File: src/design/kfd_pkg.sv
`timescale 1ns / 1ps
`default_nettype none

package kfd_pkg;

    localparam int MaxRes   = 5;
    localparam int CntW     = 3;
    localparam int PaddrW   = 4;
    localparam int PdataW   = 32;

    // register indexes, at byte address 4*index
    localparam logic [1:0] REG_KISS_OFF    = 2'd0;
    localparam logic [1:0] REG_RAW_PREFIX  = 2'd1;
    localparam logic [1:0] REG_REBOOT_CODE = 2'd2;
    localparam logic [7:0] REBOOT_RESET    = 8'hFE;

    localparam logic [7:0] FEND      = 8'hC0;
    localparam logic [7:0] FESC      = 8'hDB;
    localparam logic [7:0] TFEND     = 8'hDC;
    localparam logic [7:0] TFESC     = 8'hDD;
    localparam logic [7:0] CMD_DATA  = 8'h00;
    localparam logic [7:0] CMD_P     = 8'h02;
    localparam logic [7:0] CMD_SLOT  = 8'h03;
    localparam logic [7:0] CMD_HW    = 8'h06;
    localparam logic [7:0] PREFIX_0  = 8'h3C;
    localparam logic [7:0] PREFIX_1  = 8'hFF;
    localparam logic [7:0] PREFIX_2  = 8'h01;
    localparam logic [7:0] NEWLINE   = 8'h0A;

    localparam logic [2:0] ST_START = 3'd0;
    localparam logic [2:0] ST_END   = 3'd1;
    localparam logic [2:0] ST_CMD   = 3'd2;
    localparam logic [2:0] ST_P     = 3'd3;
    localparam logic [2:0] ST_SLOT  = 3'd4;
    localparam logic [2:0] ST_DATA  = 3'd5;
    localparam logic [2:0] ST_ESC   = 3'd6;

    localparam logic [1:0] PT_NONE   = 2'd0;
    localparam logic [1:0] PT_DATA   = 2'd1;
    localparam logic [1:0] PT_CTRL   = 2'd2;
    localparam logic [1:0] PT_REBOOT = 2'd3;

    localparam logic [3:0] K_BEGIN    = 4'd0;
    localparam logic [3:0] K_DATA     = 4'd1;
    localparam logic [3:0] K_END      = 4'd2;
    localparam logic [3:0] K_CTRL     = 4'd3;
    localparam logic [3:0] K_CTRL_END = 4'd4;
    localparam logic [3:0] K_REBOOT   = 4'd5;
    localparam logic [3:0] K_SET_P    = 4'd6;
    localparam logic [3:0] K_SET_SLOT = 4'd7;
    localparam logic [3:0] K_REFUSED  = 4'd8;

    typedef struct packed {
        logic [3:0] kind;
        logic [7:0] value;
    } t_res;

    typedef struct packed {
        logic       kiss_off;
        logic       raw_prefix_on;
        logic [7:0] reboot_code;
    } t_cfg;

    typedef struct packed {
        logic [2:0] parse_state;
        logic [1:0] payload_type;
        logic       raw_idle;
    } t_state;

    typedef struct packed {
        t_state                  nxt;
        logic [CntW-1:0]         cnt;
        t_res [MaxRes-1:0]       res;
    } t_dec;

endpackage

`default_nettype wire

File: src/design/kfd_in_if.sv
`timescale 1ns / 1ps
`default_nettype none

interface kfd_in_if;
    logic       valid;
    logic       ready;
    logic [7:0] rx_byte;
    logic       rig_ready;

    modport source (output valid, output rx_byte, output rig_ready, input ready);
    modport sink (input valid, input rx_byte, input rig_ready, output ready);
endinterface

`default_nettype wire

File: src/design/kfd_out_if.sv
`timescale 1ns / 1ps
`default_nettype none

interface kfd_out_if;
    logic       valid;
    logic       ready;
    logic [3:0] kind;
    logic [7:0] value;
    logic       last;

    modport source (output valid, output kind, output value, output last, input ready);
    modport sink (input valid, input kind, input value, input last, output ready);
endinterface

`default_nettype wire

File: src/design/kfd_parser.sv
`timescale 1ns / 1ps
`default_nettype none

module kfd_parser (
    input  wire logic [7:0]     i_rx_byte,
    input  wire logic           i_rig_ready,
    input  kfd_pkg::t_cfg       i_cfg,
    input  kfd_pkg::t_state     i_st,
    output kfd_pkg::t_dec       o_dec
);
    import kfd_pkg::*;

    function automatic t_res mk(input logic [3:0] k, input logic [7:0] v);
        t_res r;
        r.kind  = k;
        r.value = v;
        return r;
    endfunction

    t_res line_res;
    t_res pay_res;
    logic pay_on;
    logic is_nl;

    always_comb begin
        is_nl    = (i_rx_byte == NEWLINE);
        line_res = is_nl ? mk(K_END, 8'h00) : mk(K_DATA, i_rx_byte);
        pay_on   = (i_st.payload_type == PT_DATA) || (i_st.payload_type == PT_CTRL);
        pay_res  = mk((i_st.payload_type == PT_DATA) ? K_DATA : K_CTRL, 8'h00);
    end

    always_comb begin
        o_dec.nxt = i_st;
        o_dec.cnt = '0;
        o_dec.res = '0;
        if (i_cfg.kiss_off) begin
            if (i_st.raw_idle && !i_rig_ready) begin
                o_dec.res[0] = mk(K_REFUSED, 8'h00);
                o_dec.cnt    = CntW'(1);
            end else begin
                o_dec.nxt.raw_idle = is_nl;
                if (i_st.raw_idle) begin
                    o_dec.res[0] = mk(K_BEGIN, 8'h00);
                    if (i_cfg.raw_prefix_on) begin
                        o_dec.res[1] = mk(K_DATA, PREFIX_0);
                        o_dec.res[2] = mk(K_DATA, PREFIX_1);
                        o_dec.res[3] = mk(K_DATA, PREFIX_2);
                        o_dec.res[4] = line_res;
                        o_dec.cnt    = CntW'(5);
                    end else begin
                        o_dec.res[1] = line_res;
                        o_dec.cnt    = CntW'(2);
                    end
                end else begin
                    o_dec.res[0] = line_res;
                    o_dec.cnt    = CntW'(1);
                end
            end
        end else begin
            unique case (i_st.parse_state)
                ST_START: begin
                    if (i_rx_byte == FEND) o_dec.nxt.parse_state = ST_CMD;
                end
                ST_END: begin
                    if (i_rx_byte == FEND) o_dec.nxt.parse_state = ST_START;
                end
                ST_CMD: begin
                    // reboot code is matched after data and hardware commands
                    if (i_rx_byte == CMD_DATA) begin
                        if (!i_rig_ready) begin
                            o_dec.res[0] = mk(K_REFUSED, 8'h00);
                        end else begin
                            o_dec.res[0] = mk(K_BEGIN, 8'h00);
                            o_dec.nxt.parse_state  = ST_DATA;
                            o_dec.nxt.payload_type = PT_DATA;
                        end
                        o_dec.cnt = CntW'(1);
                    end else if (i_rx_byte == CMD_HW) begin
                        o_dec.nxt.parse_state  = ST_DATA;
                        o_dec.nxt.payload_type = PT_CTRL;
                    end else if (i_rx_byte == i_cfg.reboot_code) begin
                        o_dec.nxt.parse_state  = ST_DATA;
                        o_dec.nxt.payload_type = PT_REBOOT;
                    end else if (i_rx_byte == CMD_P) begin
                        o_dec.nxt.parse_state = ST_P;
                    end else if (i_rx_byte == CMD_SLOT) begin
                        o_dec.nxt.parse_state = ST_SLOT;
                    end else if (i_rx_byte != FEND) begin
                        o_dec.nxt.parse_state = ST_END;
                    end
                end
                ST_P: begin
                    o_dec.res[0] = mk(K_SET_P, i_rx_byte);
                    o_dec.cnt    = CntW'(1);
                    o_dec.nxt.parse_state = ST_END;
                end
                ST_SLOT: begin
                    o_dec.res[0] = mk(K_SET_SLOT, i_rx_byte);
                    o_dec.cnt    = CntW'(1);
                    o_dec.nxt.parse_state = ST_END;
                end
                ST_DATA: begin
                    if (i_rx_byte == FESC) begin
                        o_dec.nxt.parse_state = ST_ESC;
                    end else if (i_rx_byte == FEND) begin
                        o_dec.nxt.parse_state = ST_START;
                        if (i_st.payload_type != PT_NONE) begin
                            o_dec.cnt = CntW'(1);
                            if (i_st.payload_type == PT_DATA)
                                o_dec.res[0] = mk(K_END, 8'h00);
                            else if (i_st.payload_type == PT_CTRL)
                                o_dec.res[0] = mk(K_CTRL_END, 8'h00);
                            else
                                o_dec.res[0] = mk(K_REBOOT, 8'h00);
                        end
                    end else if (pay_on) begin
                        o_dec.res[0] = mk(pay_res.kind, i_rx_byte);
                        o_dec.cnt    = CntW'(1);
                    end
                end
                ST_ESC: begin
                    // a fend after fesc is dropped and the escape stays pending
                    if (i_rx_byte == TFEND || i_rx_byte == TFESC) begin
                        o_dec.nxt.parse_state = ST_DATA;
                        if (pay_on) begin
                            o_dec.res[0] = mk(pay_res.kind,
                                              (i_rx_byte == TFEND) ? FEND : FESC);
                            o_dec.cnt    = CntW'(1);
                        end
                    end else if (i_rx_byte != FEND) begin
                        o_dec.nxt.parse_state = ST_END;
                    end
                end
                default: begin
                    o_dec.nxt.parse_state = ST_START;
                end
            endcase
        end
    end

endmodule

`default_nettype wire

File: src/design/kiss_frame_decoder.sv
`timescale 1ns / 1ps
`default_nettype none

// kiss / raw-line deframer for a serial host link
// input channel: one received byte per item plus the radio's rig_ready flag
// output channel: event items (kind, value, last); last marks the final item
// caused by one input byte
// the first result of a byte shows on the output in the cycle after the byte
// is taken; results leave a five-entry result register one per cycle unless stalled
// throughput: one byte per cycle while each byte gives at most one result and
// the receiver is ready; a raw line start gives two results (five with the
// prefix on) and holds off the input until the single output port has drained
// the result register down to its last result
// bytes that give no result leave nothing behind and are taken every cycle
// while the result register is empty; when the receiver stalls, results wait in
// the result register and the input is held off while any result is waiting
// reset: parser in wait-for-fend, no raw line open, result register empty,
// kiss_off = 0, raw_prefix_on = 0, reboot_code = 0xfe
// configuration: apb writes at byte address 4*index, zero wait states
module kiss_frame_decoder (
    input  wire logic                       i_clk,
    input  wire logic                       i_rst_n,
    kfd_in_if.sink                          i_in,
    kfd_out_if.source                       o_out,
    input  wire logic                       psel,
    input  wire logic                       penable,
    input  wire logic                       pwrite,
    input  wire logic [kfd_pkg::PaddrW-1:0] paddr,
    input  wire logic [kfd_pkg::PdataW-1:0] pwdata,
    output logic      [kfd_pkg::PdataW-1:0] prdata,
    output logic                            pready
);
    import kfd_pkg::*;

    t_cfg               r_cfg;
    t_state             r_st;
    t_res [MaxRes-1:0]  r_q;
    t_res [MaxRes-1:0]  n_q;
    logic [CntW-1:0]    r_cnt;
    logic [CntW-1:0]    n_cnt;
    t_dec               dec;
    logic               acc;
    logic               take;
    logic               wr;

    kfd_parser u_parser (
        .i_rx_byte   (i_in.rx_byte),
        .i_rig_ready (i_in.rig_ready),
        .i_cfg       (r_cfg),
        .i_st        (r_st),
        .o_dec       (dec)
    );

    assign take = o_out.valid && o_out.ready;
    assign i_in.ready = (r_cnt == '0) || ((r_cnt == CntW'(1)) && o_out.ready);
    assign acc  = i_in.valid && i_in.ready;

    assign o_out.valid = (r_cnt != '0);
    assign o_out.kind  = r_q[0].kind;
    assign o_out.value = r_q[0].value;
    assign o_out.last  = (r_cnt == CntW'(1));

    always_comb begin
        n_cnt = r_cnt;
        n_q   = r_q;
        if (acc) begin
            n_cnt = dec.cnt;
            n_q   = dec.res;
        end else if (take) begin
            n_cnt = r_cnt - CntW'(1);
            n_q   = r_q >> $bits(t_res);
        end
    end

    always_ff @(posedge i_clk) begin
        r_q <= n_q;
    end

    assign wr     = psel && penable && pwrite && pready;
    assign pready = 1'b1;

    always_ff @(posedge i_clk) begin
        if (!i_rst_n) begin
            r_cnt                <= '0;
            r_st.parse_state     <= ST_START;
            r_st.payload_type    <= PT_NONE;
            r_st.raw_idle        <= 1'b1;
            r_cfg.kiss_off       <= 1'b0;
            r_cfg.raw_prefix_on  <= 1'b0;
            r_cfg.reboot_code    <= REBOOT_RESET;
        end else begin
            r_cnt <= n_cnt;
            if (acc) r_st <= dec.nxt;
            if (wr) begin
                unique case (paddr[3:2])
                    REG_KISS_OFF:    r_cfg.kiss_off      <= pwdata[0];
                    REG_RAW_PREFIX:  r_cfg.raw_prefix_on <= pwdata[0];
                    REG_REBOOT_CODE: r_cfg.reboot_code   <= pwdata[7:0];
                    default: ;
                endcase
            end
        end
    end

    always_comb begin
        unique case (paddr[3:2])
            REG_KISS_OFF:    prdata = PdataW'(r_cfg.kiss_off);
            REG_RAW_PREFIX:  prdata = PdataW'(r_cfg.raw_prefix_on);
            REG_REBOOT_CODE: prdata = PdataW'(r_cfg.reboot_code);
            default:         prdata = '0;
        endcase
    end

endmodule

`default_nettype wire

File: src/flat_wrapper.sv
// flat-port wrapper written by rule: the top's interface ports become plain ports
module kiss_frame_decoder_flat import kfd_pkg::*;
  (i_clk, i_rst_n, psel, penable, pwrite, paddr, pwdata, prdata, pready, i_in_valid, i_in_rx_byte, i_in_rig_ready, i_in_ready, o_out_valid, o_out_kind, o_out_value, o_out_last, o_out_ready);
  kfd_in_if i_in_i ();
  kfd_out_if o_out_i ();
  input  wire logic i_clk;
  input  wire logic i_rst_n;
  input  wire logic psel;
  input  wire logic penable;
  input  wire logic pwrite;
  input  wire logic [kfd_pkg::PaddrW-1:0] paddr;
  input  wire logic [kfd_pkg::PdataW-1:0] pwdata;
  output logic      [kfd_pkg::PdataW-1:0] prdata;
  output logic pready;
  input wire logic [$bits(i_in_i.valid)-1:0] i_in_valid;
  input wire logic [$bits(i_in_i.rx_byte)-1:0] i_in_rx_byte;
  input wire logic [$bits(i_in_i.rig_ready)-1:0] i_in_rig_ready;
  output wire logic [$bits(i_in_i.ready)-1:0] i_in_ready;
  output wire logic [$bits(o_out_i.valid)-1:0] o_out_valid;
  output wire logic [$bits(o_out_i.kind)-1:0] o_out_kind;
  output wire logic [$bits(o_out_i.value)-1:0] o_out_value;
  output wire logic [$bits(o_out_i.last)-1:0] o_out_last;
  input wire logic [$bits(o_out_i.ready)-1:0] o_out_ready;
  assign i_in_i.valid = i_in_valid;
  assign i_in_i.rx_byte = i_in_rx_byte;
  assign i_in_i.rig_ready = i_in_rig_ready;
  assign i_in_ready = i_in_i.ready;
  assign o_out_valid = o_out_i.valid;
  assign o_out_kind = o_out_i.kind;
  assign o_out_value = o_out_i.value;
  assign o_out_last = o_out_i.last;
  assign o_out_i.ready = o_out_ready;
  kiss_frame_decoder u_core (.i_clk(i_clk), .i_rst_n(i_rst_n), .i_in(i_in_i), .o_out(o_out_i), .psel(psel), .penable(penable), .pwrite(pwrite), .paddr(paddr), .pwdata(pwdata), .prdata(prdata), .pready(pready));
endmodule
File: config.mk
export PLATFORM = sky130hd
export DESIGN_NAME = kiss_frame_decoder_flat
export DESIGN_NICKNAME = d
export VERILOG_FILES = /design/src/design/kfd_pkg.sv /design/src/design/kfd_in_if.sv /design/src/design/kfd_out_if.sv /design/src/design/kfd_parser.sv /design/src/design/kiss_frame_decoder.sv /design/src/flat_wrapper.sv
export SDC_FILE = /design/constraint.sdc
export NUM_CORES = 1
export LEC_CHECK = 0
export ABC_AREA = 1
export BUFFER_PORTS_ARGS = -buffer_cell sky130_fd_sc_hd__buf_4
export CAP_MARGIN = 20
export CORE_MARGIN = 2
export CORE_UTILIZATION = 32
export CTS_CLUSTER_SIZE = 24
export DETAILED_ROUTE_END_ITERATION = 10
export SLEW_MARGIN = 30
export SYNTH_ARGS = -nofsm -noshare
export SYNTH_HDL_FRONTEND = slang
export SYNTH_SLANG_ARGS = --single-unit
File: constraint.sdc
create_clock -name i_clk -period 6.9 [get_ports i_clk]
set_clock_uncertainty 0.15 [all_clocks]
set_input_delay 1.725 -clock i_clk [delete_from_list [all_inputs] [get_ports i_clk]]
set_output_delay 1.725 -clock i_clk [all_outputs]
set_load 0.05 [all_outputs]
==> out/results.md, run 1 <==
| Parameter | Value | Unit |
| --- | --- | --- |
| Number of antenna violations at the first check in global routing | 0 | - |
| Final Hold Viols | 0 | - |
| Diode count | 0 | - |
| Width of the die | 119.2 | um |
| Type of the worst min-delay path | flip-flop to flip-flop | - |
| Setup-violating endpoint count in the final report | 0 | - |
| Crit path max-delay family | buffers and inverters | - |
| Maximum fanout encountered on the critical timing path | 10 | - |
| Async set or reset register ratio after synthesis | 0 | % |
| Routed wire per std cell | 13.89 | um |
| Clock latency reported for the late side of the worst-skew pair | 340 | ps |
| Unrepaired setup endpoints after global routing | false | - |
| Headroom to the max-slew limit | 52.72 | % |
| Pwr Density | 403.0 | mW/mm^2 |
| Port Buffers | 48 | - |
| Synthesis-to-finish area growth | 15.82 | % |
| Delay of the slowest cell on the worst path | 260 | ps |
| Global-route wire length before repair | 16.77 | mm |
| Library cell contributing the largest single delay on the critical path | o211ai_1 | - |
| Crit path top cell by count | buf_4 | - |
| Congestion Overflow GR | 0 | - |
| Worst Path Buf+Inv | 3 | - |
| Half-perimeter wire length of the detailed placement result | 7.205 | mm |
| Total of cells resized after clock tree synthesis | 0 | - |
| Floorplan die area | 0.01421 | mm^2 |
| Worst Path Required | 5030 | ps |
| Post-route fraction of the period consumed by the critical path | 66.34 | % |
| Pin count of the biggest net entering global routing | 59 | - |
| Outcome | completed | - |
| Pre-CTS setup slack | 2295 | ps |
| Clock tree root driver cell | clkbuf_16 | - |
| Clock tree from TritonCTS | built | - |
| Total negative slack for setup checks | 0 | ps |
| Critical path class | primary input to primary output | - |
| Fraction of final layout cells sized beyond drive strength 1 | 20.18 | % |
| Combined area of all synthesized cells | 0.004248 | mm^2 |
| Global-route usage over all layers | 14.93 | % |
| Last weighted congestion value of the routability-driven placer | 0.9234 | - |
| Clock buffers created by TritonCTS | 9 | - |
| F_max | 218.5 | MHz |
| Peak supply drop | 360.2 | uV |
| Effective utilization at floorplan | 32.46 | % |
| Main flop type after synthesis | edfxtp_1 | - |
| Nature of the critical path endpoint | primary output | - |
| Core area | 0.01309 | mm^2 |
| Post-synth EDFFs | 52 | - |
| DRC viols | 0 | - |
| Register clock-pin slew on the reported worst setup and hold paths | 60 | ps |
| CTS sink cnt | 71 | - |
| Worst Setup Start Kind | primary input | - |
| Max H-tree Level | 3 | - |
| Cells traversed along the worst timing path | buf_4, nor2_1, clkinv_1, o211ai_1, buf_4 | - |
| Number of buffers inserted to repair setup after CTS | 0 | - |
| Number of different library cells in the post-synthesis netlist | 38 | - |
| Number of global-route vias before repair | 3,314 | - |
| Vias per Instance | 4.721 | - |
| Total Routed Length | 10.16 | mm |
| Hold-fix buffer count after cts | 0 | - |
| Worst Setup Slack, final | 2323 | ps |
| Final net count | 610 | - |
| # Max-Cap Violations | 0 | - |
| Number of warnings reported in the yosys synthesis log | 0 | - |
| Number of standard cells after synthesis | 519 | - |
| Site row count | 42 | - |
| Detailed Route Iter0 Violations | 238 | - |
| Count of TritonRoute iterations in the first routing pass | 5 | - |
| Flops & latches, synth | 71 | - |
| Die H | 119.2 | um |
| I/O pin count | 100 | - |
| Share of synthesized area occupied by flip-flops and latches | 45.71 | % |
| Crit path time final | 4577 | ps |
| Worst slew pin tran | 709.1 | ps |
| Worst-case clock buffer depth | 2 | - |
| Average instance area after synthesis | 8.185 | um^2 |
| Final antenna-violating net count | 0 | - |
| Critical path arrival | 2700 | ps |
| Leakage | 2.201 | nW |
| Routed vias | 3,451 | - |
| Slew Limit Fails | 0 | - |
==> logic make-up (layout without fill, tap and decap cells) <==
logic type	Yosys count	count (layout)	synth area share [%]
and+or+nand+nor	255	255	27.72
buffers and inverters	114	127	14.02
DFF	71	71	45.71
AOI/OAI and AO/OA	66	66	9.397
adders and majority gates	8	8	2.357
xor gates and xnor gates	3	3	0.6187
other	2	25	0.1768
==> power breakdown <==
| group | leakage [nW] | switching (W) | internal [W] |
|---|---|---|---|
| clock | 0.165 | 0.000184 | 0.000356 |
| sequential | 0.692 | 0.0000469 | 0.000709 |
| combinational | 1.34 | 0.000509 | 0.000177 |
==> cell type report <==
cell class                 count  area [um^2]
inverter                      62        235.2
multi-input combinational    357         1808
tap                          176        220.2
clock buffer                  10        229.0
sequential                    71         1942
timing repair buffer          49        367.9
clock inverter                 6        117.6
fill                        1346         8165
==> path summary, 6_finish.rpt <==
path | cells past startpoint | endpoint | slack, ps | from
max | 5 | prdata[0] | 2320 | paddr[2]
max reg2reg | 10 | u_core.r_q[16] | 3810 | u_core.r_cnt[0]
min reg2reg | 2 | u_core.r_cnt[1] | 360 | u_core.r_cnt[1]
min | 2 | u_core.r_cnt[1] | 360 | u_core.r_cnt[1]
==> metal layers <==
metal	GRT usage, %	up-vias	share of wire [%]
li1	-	1700	-
met1	19.89	1622	45
met2	23.13	108	47
met3	3.065	21	5.0
met4	7.143	0	2.9
met5	0	-	0
==> layout by cell type, fill, tap and decap left out, types with 2 or more instances in the layout <==
cell / instances
nand2_1: 126
nor2_1: 57
edfxtp_1: 52
inv_1: 49
buf_4: 49
conb_1: 25
nand3_1: 23
a21oi_1: 21
dfxtp_1: 19
o21ai_0: 16
o211ai_1: 13
inv_2: 11
nor2_2: 11
nand2_2: 9
nand4_1: 9
clkbuf_16: 9
ha_1: 8
nor3_1: 7
nor3_4: 4
o21ai_1: 4
o21ai_2: 3
nor2_4: 3
a31oi_1: 3
xnor2_1: 3
bufinv_16: 3
nor4_1: 2
==> stage by stage <==
stage / hold slack [ps] / power [W] / area, um^2 / std cells / util (%)
6_report: 363.8 / 0.001983 / 4920 / 731 / 37.60
5_1_grt: 392.6 / 0.002097 / 4920 / 731 / 37.60
4_1_cts: 370.3 / 0.002006 / 4920 / 731 / 37.60
3_5_place_dp: 349.2 / 0.001460 / 4573 / 715 / 34.95
3_3_place_gp: 332.9 / 0.001441 / 4573 / 715 / 34.95
2_1_floorplan: 317.6 / 0.001332 / 4334 / 542 / -
==> flip-flops by register name, indices dropped and copies added, names as in the netlist <==
name	count
u_core.r_q	40
u_core.r_cfg	10
u_core.o_out.kind	4
u_core.o_out.value	8
u_core.r_st	6
u_core.r_cnt	3
==> cells in the mapped netlist, drive strengths merged (2+ instances only) <==
cell	count	area share [%]
inv	61	5.4
conb	2	0.18
nand4	9	1.3
o21ai	23	3.0
a31oi	3	0.44
clkbuf	7	0.62
nor3	12	2.6
nand3	24	2.9
o211ai	14	2.6
buf	45	7.9
xnor2	3	0.62
ha	8	2.4
edfxtp	52	37
nor4	3	0.80
a21oi	22	2.6
nor2	71	7.5
dfxtp	19	9.0
nand2	135	12
==> tightest hold or removal path, delay by kind of cell (launching register included) <==
| kind | cells | cell delay, ps |
|---|---|---|
| flip-flops | 1 | 330 |
| buffers and inverters | 1 | 60 |
| AO/OA/AOI/OAI | 1 | 100 |
Note: power is estimated with default switching activity, not from simulation.
==> run 2: changes to the inputs <==
==> constraint.sdc (replaced) <==
create_clock -name i_clk -period 3.7 [get_ports i_clk]
set_clock_uncertainty 0.15 [all_clocks]
set_input_delay 0.925 -clock i_clk [delete_from_list [all_inputs] [get_ports i_clk]]
set_output_delay 0.925 -clock i_clk [all_outputs]
set_load 0.05 [all_outputs]
==> run 2 against run 1 <==
Compared with the run above: wire length increased by 2.4%; first-iteration DRC count down 14%; worst hold slack improved by 1.6 ps; critical path type unchanged; via count about the same; utilization down 0.30 points; critical path depth unchanged; register-to-register slack got worse by 2600 ps; sequential cell count is the same; sequential power up 87%.
==> out/results.md, run 2 (same netlist as run 1, synthesis figures left out) <==
| Parameter | Value | Unit | vs previous |
| --- | --- | --- | --- |
| Switching part of the total power | 39.06 | % | +1.7 points |
| Fill count | 1,346 | - | unchanged |
| Number of cells in the finished layout apart from fillers | 733 | - | +0.27% |
| Termination of the worst setup path | prdata[0] | - |  |
| Clock tree from TritonCTS | built | - |  |
| Congestion Overflow GR | 0 | - | unchanged |
| Diode count | 0 | - | unchanged |
| Routed wire per std cell | 14.19 | um | +2.2% |
| Number of antenna violations at the first check in global routing | 0 | - | unchanged |
| Fraction of final layout cells sized beyond drive strength 1 | 20.47 | % | +0.29 points |
| Cells after DPL | 718 | - | +0.42% |
| Number of buffers inserted to repair setup after CTS | 0 | - | unchanged |
| Global-route usage over all layers | 15.18 | % | +0.26 points |
| Floorplan die area | 0.01421 | mm^2 | unchanged |
| Total of cells resized after clock tree synthesis | 0 | - | unchanged |
| Critical register-to-register path startpoint | u_core.r_cnt[0] | - |  |
| Unrepaired setup endpoints after global routing | false | - |  |
| Flip-flop count of the largest register, all copies and words added | 40 | - | unchanged |
| Hold-fix buffer count after cts | 0 | - | unchanged |
| Nature of the critical path endpoint | primary output | - |  |
| Clock tree root driver cell | clkbuf_16 | - |  |
| I/O pin count | 100 | - | unchanged |
| Core area | 0.01309 | mm^2 | unchanged |
| Maximum fanout encountered on the critical timing path | 10 | - | unchanged |
| Final antenna-violating net count | 0 | - | unchanged |
| Worst Reg2Reg Path Length in Cells | 10 | - | unchanged |
| Final net count | 613 | - | +0.49% |
| Worst Setup Start Kind | primary input | - |  |
| Number of global-route vias before repair | 3,359 | - | +1.4% |
| Type of the worst min-delay path | flip-flop to flip-flop | - |  |
| Width of the die | 119.2 | um | unchanged |
| Leakage | 2.190 | nW | -0.50% |
| Worst slew pin tran | 610.0 | ps | -99.13 ps |
| Register clock-pin slew on the reported worst setup and hold paths | 50 | ps | about the same |
| Delay of the slowest cell on the worst path | 260 | ps | about the same |
| Max H-tree Level | 3 | - | unchanged |
| DRC viols | 0 | - | unchanged |
| Net Switching | 0.001398 | W | +89% |
| Outcome | completed | - |  |
| Library cell contributing the largest single delay on the critical path | o211ai_1 | - |  |
| Detailed Route Iter0 Violations | 204 | - | -14% |
| Vias per Instance | 4.705 | - | -0.33% |
| Total Routed Length | 10.40 | mm | +2.4% |
| Fraction of power consumed by sequential logic | 39.4 | % | +1.3 points |
| Int Power | 0.002182 | W | +76% |
| Most flops, register | u_core.r_q | - |  |
| Clock latency reported for the late side of the worst-skew pair | 330 | ps | about the same |
| Most common library cell in the layout ignoring fill and taps | nand2_1 | - |  |
| Die H | 119.2 | um | unchanged |
| Critical path arrival | 1910 | ps | -790 ps |
| Final standard cell utilization of the core | 37.30 | % | -0.30 points |
| F_max | 335.4 | MHz |  |
| Commonest cells after routing, fill and taps aside | nand2_1, nor2_1, buf_4, edfxtp_1, inv_1 | - |  |
| Peak supply drop | 578.3 | uV | +61% |
| Synthesis-to-finish area growth | 14.90 | % |  |
| Crit path time final | 2982 | ps |  |
| Multi-input gate area in the final layout | 0.001808 | mm^2 | unchanged |
| Routed vias | 3,449 | - | -0.058% |
| Worst-case clock buffer depth | 2 | - | unchanged |
| Site row count | 42 | - | unchanged |
| Worst Path Required | 2620 | ps | -2410 ps |
| Headroom to the max-slew limit | 59.19 | % | +6.5 points |
| Setup-violating endpoint count in the final report | 0 | - | unchanged |
| Cells traversed along the worst timing path | buf_4, nor2_1, clkinv_1, o211ai_1, buf_4 | - |  |
| Combinational share of power | 36.9 | % | +2.3 points |
| Effective utilization at floorplan | 32.46 | % | unchanged |
| Global-route wire length before repair | 17.08 | mm | +1.9% |
| Pin count of the biggest net entering global routing | 33 | - | -44% |
| Port Buffers | 48 | - | unchanged |
| Last weighted congestion value of the routability-driven placer | 0.8885 | - | -3.8% |
| Crit path top cell by count | buf_4 | - |  |
| Slew Limit Fails | 0 | - | unchanged |
| Clk network pwr share | 23.7 | % | -3.6 points |
| Crit path launch | paddr[2] | - |  |
| Critical path class | primary input to primary output | - |  |
| Critical register-to-register path endpoint | u_core.r_q[49] | - |  |
| Count of TritonRoute iterations in the first routing pass | 6 | - | +1 |
| Reg2Reg Setup Slack | 1230 | ps | -2580 ps |
| # Max-Cap Violations | 0 | - | unchanged |
| Final Hold Viols | 0 | - | unchanged |
| Clock buffers created by TritonCTS | 9 | - | unchanged |
| Half-perimeter wire length of the detailed placement result | 7.424 | mm | +3.0% |
| Storage cell area | 0.001942 | mm^2 | unchanged |
| Post-route fraction of the period consumed by the critical path | 80.59 | % |  |
| Total negative slack for setup checks | 0 | ps | unchanged |
| Pwr Density | 733.4 | mW/mm^2 | +82% |
| CTS sink cnt | 71 | - | unchanged |
==> run 2: cell count changes in the layout (fill, tap and decap cells not counted), sizes merged <==
cell	before	now
clkinv	2	4
clkbuf	10	9
bufinv	3	1
buf	49	52
==> run 2: worst max-delay path: cells and delay by family <==
kind	cells	cell delay, ps
simple gates	1	110
buf+inv	3	610
compound gates	1	260
==> run 2: layer usage <==
metal,up-vias,wire (um),global-route usage [%]
li1,1706,-,-
met1,1613,4627,19.81
met2,113,4968,24.60
met3,17,555,2.921
met4,0,253,6.399
met5,-,0,0
==> run 2: power by group through the flow <==
| stage | combinational [W] | sequential (W) | clock, W |
|---|---|---|---|
| floorplan | 0.00106 | 0.00141 | 0 |
| global placement | 0.00129 | 0.00142 | 0 |
| detailed placement | 0.00132 | 0.00143 | 0 |
| CTS | 0.00133 | 0.00141 | 0.000862 |
| global route | 0.00143 | 0.00144 | 0.000895 |
| finish | 0.00132 | 0.00141 | 0.000850 |
==> run 2: final cells by class <==
cell class	count	area share, %
Sequential cell	71	39.78
Multi-Input combinational cell	357	37.04
Timing Repair Buffer	52	7.998
Inverter	62	4.819
Clock buffer	9	4.614
Tap cell	176	4.512
Clock inverter	6	1.230
==> run 2: worst min path at each step <==
stage                          startpoint         endpoint  slack, ps  cells past startpoint
after detailed placement   u_core.r_q[42]   u_core.r_q[30]        350                      2
final                      u_core.r_q[42]   u_core.r_q[30]        370                      2
after CTS                  u_core.r_q[42]   u_core.r_q[30]        370                      2
after global routing       u_core.r_q[44]   u_core.r_q[32]        380                      2
after global placement    u_core.r_cnt[1]  u_core.r_cnt[1]        330                      2
after floorplan           u_core.r_cnt[1]  u_core.r_cnt[1]        320                      2
==> run 2: per-stage QoR <==
step                hold slack, ps  total power, W  instance area (um^2)  worst slack (ps)
finish                       365.3        0.003580                  4881             718.1
floorplan                    317.6        0.002471                  4338             301.0
global route                 380.8        0.003768                  4881             567.9
global placement             334.3        0.002707                  4596             708.7
CTS                          367.8        0.003605                  4881             687.2
detailed placement           353.4        0.002751                  4596             689.5
==> run 3: changes to the inputs <==
--- a/config.mk
+++ b/config.mk
@@ -5,7 +5,7 @@
 export SDC_FILE = /design/constraint.sdc
 export NUM_CORES = 1
 export LEC_CHECK = 0
-export ABC_AREA = 1
+export ABC_AREA = 0
 export BUFFER_PORTS_ARGS = -buffer_cell sky130_fd_sc_hd__buf_4
 export CAP_MARGIN = 20
 export CORE_MARGIN = 2
==> constraint.sdc (replaced) <==
create_clock -name i_clk -period 3 [get_ports i_clk]
set_clock_uncertainty 0.15 [all_clocks]
set_input_delay 0.75 -clock i_clk [delete_from_list [all_inputs] [get_ports i_clk]]
set_output_delay 0.75 -clock i_clk [all_outputs]
set_load 0.05 [all_outputs]
==> run 3 against run 2 <==
Compared with the run above: sequential power grew 15%; critical endpoint is now u_core.r_st[4]; register-to-register slack got worse by 670 ps; cell area shrank 2.5%; critical path depth rose by 2; combinational power increased by 3%; critical path type is now primary input to flip-flop; highest routed layer unchanged; via count is 13% lower; largest power group unchanged; wire length is 13% lower; utilization is 0.88 points higher; power rose by 12%; non-clock buffer count increased by 14; synthesized cell count decreased by 20%.
==> out/results.md, run 3 <==
| Parameter | Value | Unit | vs previous |
| --- | --- | --- | --- |
| Multiplexer fraction of the synthesized cell area | 1.269 | % | +1.3 points |
| Congestion Overflow GR | 0 | - | unchanged |
| Total negative slack for setup checks | 0 | ps | unchanged |
| Parity-gate share of the synthesized area counting xor and xnor cells | 1.733 | % | +1.1 points |
| Last weighted congestion value of the routability-driven placer | 0.9081 | - | +2.2% |
| Clock latency reported for the late side of the worst-skew pair | 330 | ps | about the same |
| Worst Setup Slack, final | 417.9 | ps | -300.3 ps |
| Number of cells on the critical path | 7 | - | +2 |
| Routing usage on met3 | 3.114 | % | +0.19 points |
| Number of cells in the finished layout apart from fillers | 629 | - | -14% |
| Worst Path Required | 3060 | ps | +440 ps |
| Count of TritonRoute iterations in the first routing pass | 5 | - | -1 |
| Final Hold Viols | 0 | - | unchanged |
| Max H-tree Level | 3 | - | unchanged |
| Most frequent cells after synthesis | edfxtp_1, nand2_1, buf_4, and2_1, o21ai_0 | - |  |
| Crit path top cell by count | a211oi_1 | - |  |
| Met1 GRT Util | 19.25 | % | -0.56 points |
| Top cells by area in the synthesized netlist | edfxtp_1, dfxtp_1, buf_4, nand2_1, and2_1 | - |  |
| Leakage | 1.922 | nW | -12% |
| Diode count | 0 | - | unchanged |
| Width of the die | 116.4 | um | -2.3% |
| Floorplan die area | 0.01355 | mm^2 | -4.6% |
| Cells after DPL | 613 | - | -15% |
| Share of the synthesized area in the top cell type | 38.61 | % | +1.9 points |
| Die H | 116.4 | um | -2.3% |
| Synthesized-area fraction occupied by ao, oa, aoi and oai cells | 13.09 | % | +3.7 points |
| Synthesis-to-finish area growth | 17.70 | % |  |
| Detailed Route Iter0 Violations | 185 | - | -9.3% |
| Commonest cells after routing, fill and taps aside | buf_4, edfxtp_1, nand2_1, conb_1, and2_1 | - |  |
| Share of synthesized area occupied by flip-flops and latches | 48.02 | % | +2.3 points |
| Average instance area after synthesis | 9.744 | um^2 | +19% |
| Peak supply drop | 332.3 | uV | -43% |
| Placed Area | 0.004472 | mm^2 | -2.7% |
| Final antenna-violating net count | 0 | - | unchanged |
| Unrepaired setup endpoints after global routing | false | - |  |
| Slew Limit Fails | 0 | - | unchanged |
| Crit path time final | 2582 | ps |  |
| Cell accounting for the most synthesized area | edfxtp_1 | - |  |
| Outcome | completed | - |  |
| Clock buffers created by TritonCTS | 9 | - | unchanged |
| Type of the worst min-delay path | flip-flop to flip-flop | - |  |
| Pin count of the biggest net entering global routing | 51 | - | +55% |
| Total of cells resized after clock tree synthesis | 0 | - | unchanged |
| Dominant combinational cell family by area after synthesis | simple AND/OR/NAND/NOR gates | - |  |
| Core area | 0.01247 | mm^2 | -4.7% |
| Number of buffers inserted to repair setup after CTS | 0 | - | unchanged |
| Adder-Cell Fraction of Synth Area | 2.475 | % | +0.12 points |
| Clock tree from TritonCTS | built | - |  |
| Critical path arrival | 2640 | ps | +730 ps |
| Final net count | 512 | - | -16% |
| # Max-Cap Violations | 0 | - | unchanged |
| CTS sink cnt | 71 | - | unchanged |
| Async set or reset register ratio after synthesis | 0 | % | unchanged |
| Setup-violating endpoint count in the final report | 0 | - | unchanged |
| Effective utilization at floorplan | 32.44 | % | about the same |
| Fraction of final layout cells sized beyond drive strength 1 | 19.91 | % | -0.55 points |
| Post-synth EDFFs | 52 | - | unchanged |
| Maximum fanout encountered on the critical timing path | 3 | - | -7 |
| Most common library cell in the layout ignoring fill and taps | buf_4 | - |  |
| Crit path max-delay family | simple AND/OR/NAND/NOR gates | - |  |
| Post-route fraction of the period consumed by the critical path | 86.07 | % |  |
| Hold-fix buffer count after cts | 0 | - | unchanged |
| Post-Synth Simple-Gate Area | 22.25 | % | -5.5 points |
| Worst Path Buf+Inv | 1 | - | -2 |
| Pre-CTS setup slack | 114.6 | ps | -574.9 ps |
| Nature of the critical path endpoint | flip-flop | - |  |
| DRC viols | 0 | - | unchanged |
| Worst Setup Start Kind | primary input | - |  |
| F_max | 387.3 | MHz |  |
| Routed wire per std cell | 14.33 | um | +0.95% |
| Fin area | 0.004760 | mm^2 | -2.5% |
| Number of global-route vias before repair | 2,805 | - | -16% |
| Main flop type after synthesis | edfxtp_1 | - |  |
| Delay of the slowest cell on the worst path | 540 | ps | +280 ps |
| Number of warnings reported in the yosys synthesis log | 0 | - | unchanged |
| Port Buffers | 48 | - | unchanged |
| Half-perimeter wire length of the detailed placement result | 6.264 | mm | -16% |
| Headroom to the max-slew limit | 60.59 | % | +1.4 points |
| Met2 track demand over resource | 21.09 | % | -3.5 points |
| Worst Reg2Reg Path Length in Cells | 9 | - | -1 |
| Number of antenna violations at the first check in global routing | 0 | - | unchanged |
| Number of different library cells in the post-synthesis netlist | 56 | - | +47% |
| Register clock-pin slew on the reported worst setup and hold paths | 60 | ps | about the same |
| Worst-case clock buffer depth | 2 | - | unchanged |
| Total Routed Length | 9.013 | mm | -13% |
| Combined area of all synthesized cells | 0.004044 | mm^2 | -4.8% |
| Clock tree root driver cell | clkbuf_16 | - |  |
| Cell depth of the worst min-delay path | 2 | - | unchanged |
| Global-route wire length before repair | 14.26 | mm | -17% |
| Most flops, register | u_core.r_q | - |  |
| GRT Max-Usage Layer | met2 | - |  |
| Vias per Instance | 4.766 | - | +1.3% |
| Pwr Density | 845.4 | mW/mm^2 | +15% |
| Critical path class | primary input to flip-flop | - |  |
| Most numerous cell in the Yosys netlist | edfxtp_1 | - |  |
| Number of standard cells after synthesis | 415 | - | -20% |
| Flops & latches, synth | 71 | - | unchanged |
| Cells traversed along the worst timing path | buf_4, or4b_4, nor4_1, a211oi_1, nor4b_1, a211oi_1, o22ai_1 | - |  |
| Site row count | 41 | - | -2.4% |
| Flip-flop count of the largest register, all copies and words added | 40 | - | unchanged |
| Routed vias | 2,998 | - | -13% |
| Worst slew pin tran | 590.3 | ps | -19.67 ps |
| I/O pin count | 100 | - | unchanged |
| Global-route usage over all layers | 13.86 | % | -1.3 points |
| Final standard cell utilization of the core | 38.18 | % | +0.88 points |
| Library cell contributing the largest single delay on the critical path | or4b_4 | - |  |
## run 3: changes by cell type in the layout (fill, tap and decap cells not counted), sizes merged, moves of 6 or more
cell and delta:
and3 +6, nand3 -11, nor2 -47, and2 +24, xor2 +8, nand2b +8
a21oi -10, inv -49, buf +14, o211ai -14, nor2b +6, nand2 -87
a21o +12
## run 3: final timing paths
kind	startpoint	to	slack [ps]
worst max-delay path	i_in_rx_byte[7]	u_core.r_st[4]	420
worst min-delay path	u_core.r_cfg[3]	u_core.r_cfg[3]	350
worst max register to register	u_core.r_cnt[0]	u_core.r_cnt[2]	560
worst min register to register	u_core.r_cfg[3]	u_core.r_cfg[3]	350
## run 3: layout make-up
type | instances | area, um^2
Multi-Input combinational cell | 292 | 1749
Clock inverter | 6 | 58.81
Timing Repair Buffer | 66 | 520.5
Clock buffer | 10 | 229.0
Fill cell | 1242 | 7706
Tap cell | 172 | 215.2
Sequential cell | 71 | 1942
Inverter | 12 | 45.04
## run 3: cell families after synthesis
group                    Yosys count
other                              2
multiplexers                       5
adder cells (fa/ha/maj)            8
AO/OA/AOI/OAI                     79
flip-flops                        71
buffers and inverters             75
XOR/XNOR                           8
AND/OR/NAND/NOR                  167
## run 3: tightest hold or removal path, stage by stage (launching register included)
cell and delay [ps]:
dfxtp_1 330, nand2_1 60, nand3_1 60
## run 3: power by group
| part | internal (W) | switching, W |
|---|---|---|
| Combinational | 0.000431 | 0.000931 |
| Sequential | 0.00153 | 0.0000957 |
| Clock | 0.000639 | 0.000399 |
| Total | 0.00260 | 0.00143 |
## run 3: metal layers
layer | vias to the layer above | routed length [um]
met4 | 0 | 124
met3 | 8 | 484
met2 | 97 | 4084
li1 | 1480 | -
met5 | - | 0
met1 | 1413 | 4319
## run 3: metrics by stage
step	power [W]	hold slack, ps
CTS	0.004057	347.2
detailed placement	0.003013	337.2
floorplan	0.002736	312.3
finish	0.004024	349.8
global route	0.004237	373.9
global placement	0.002979	335.3
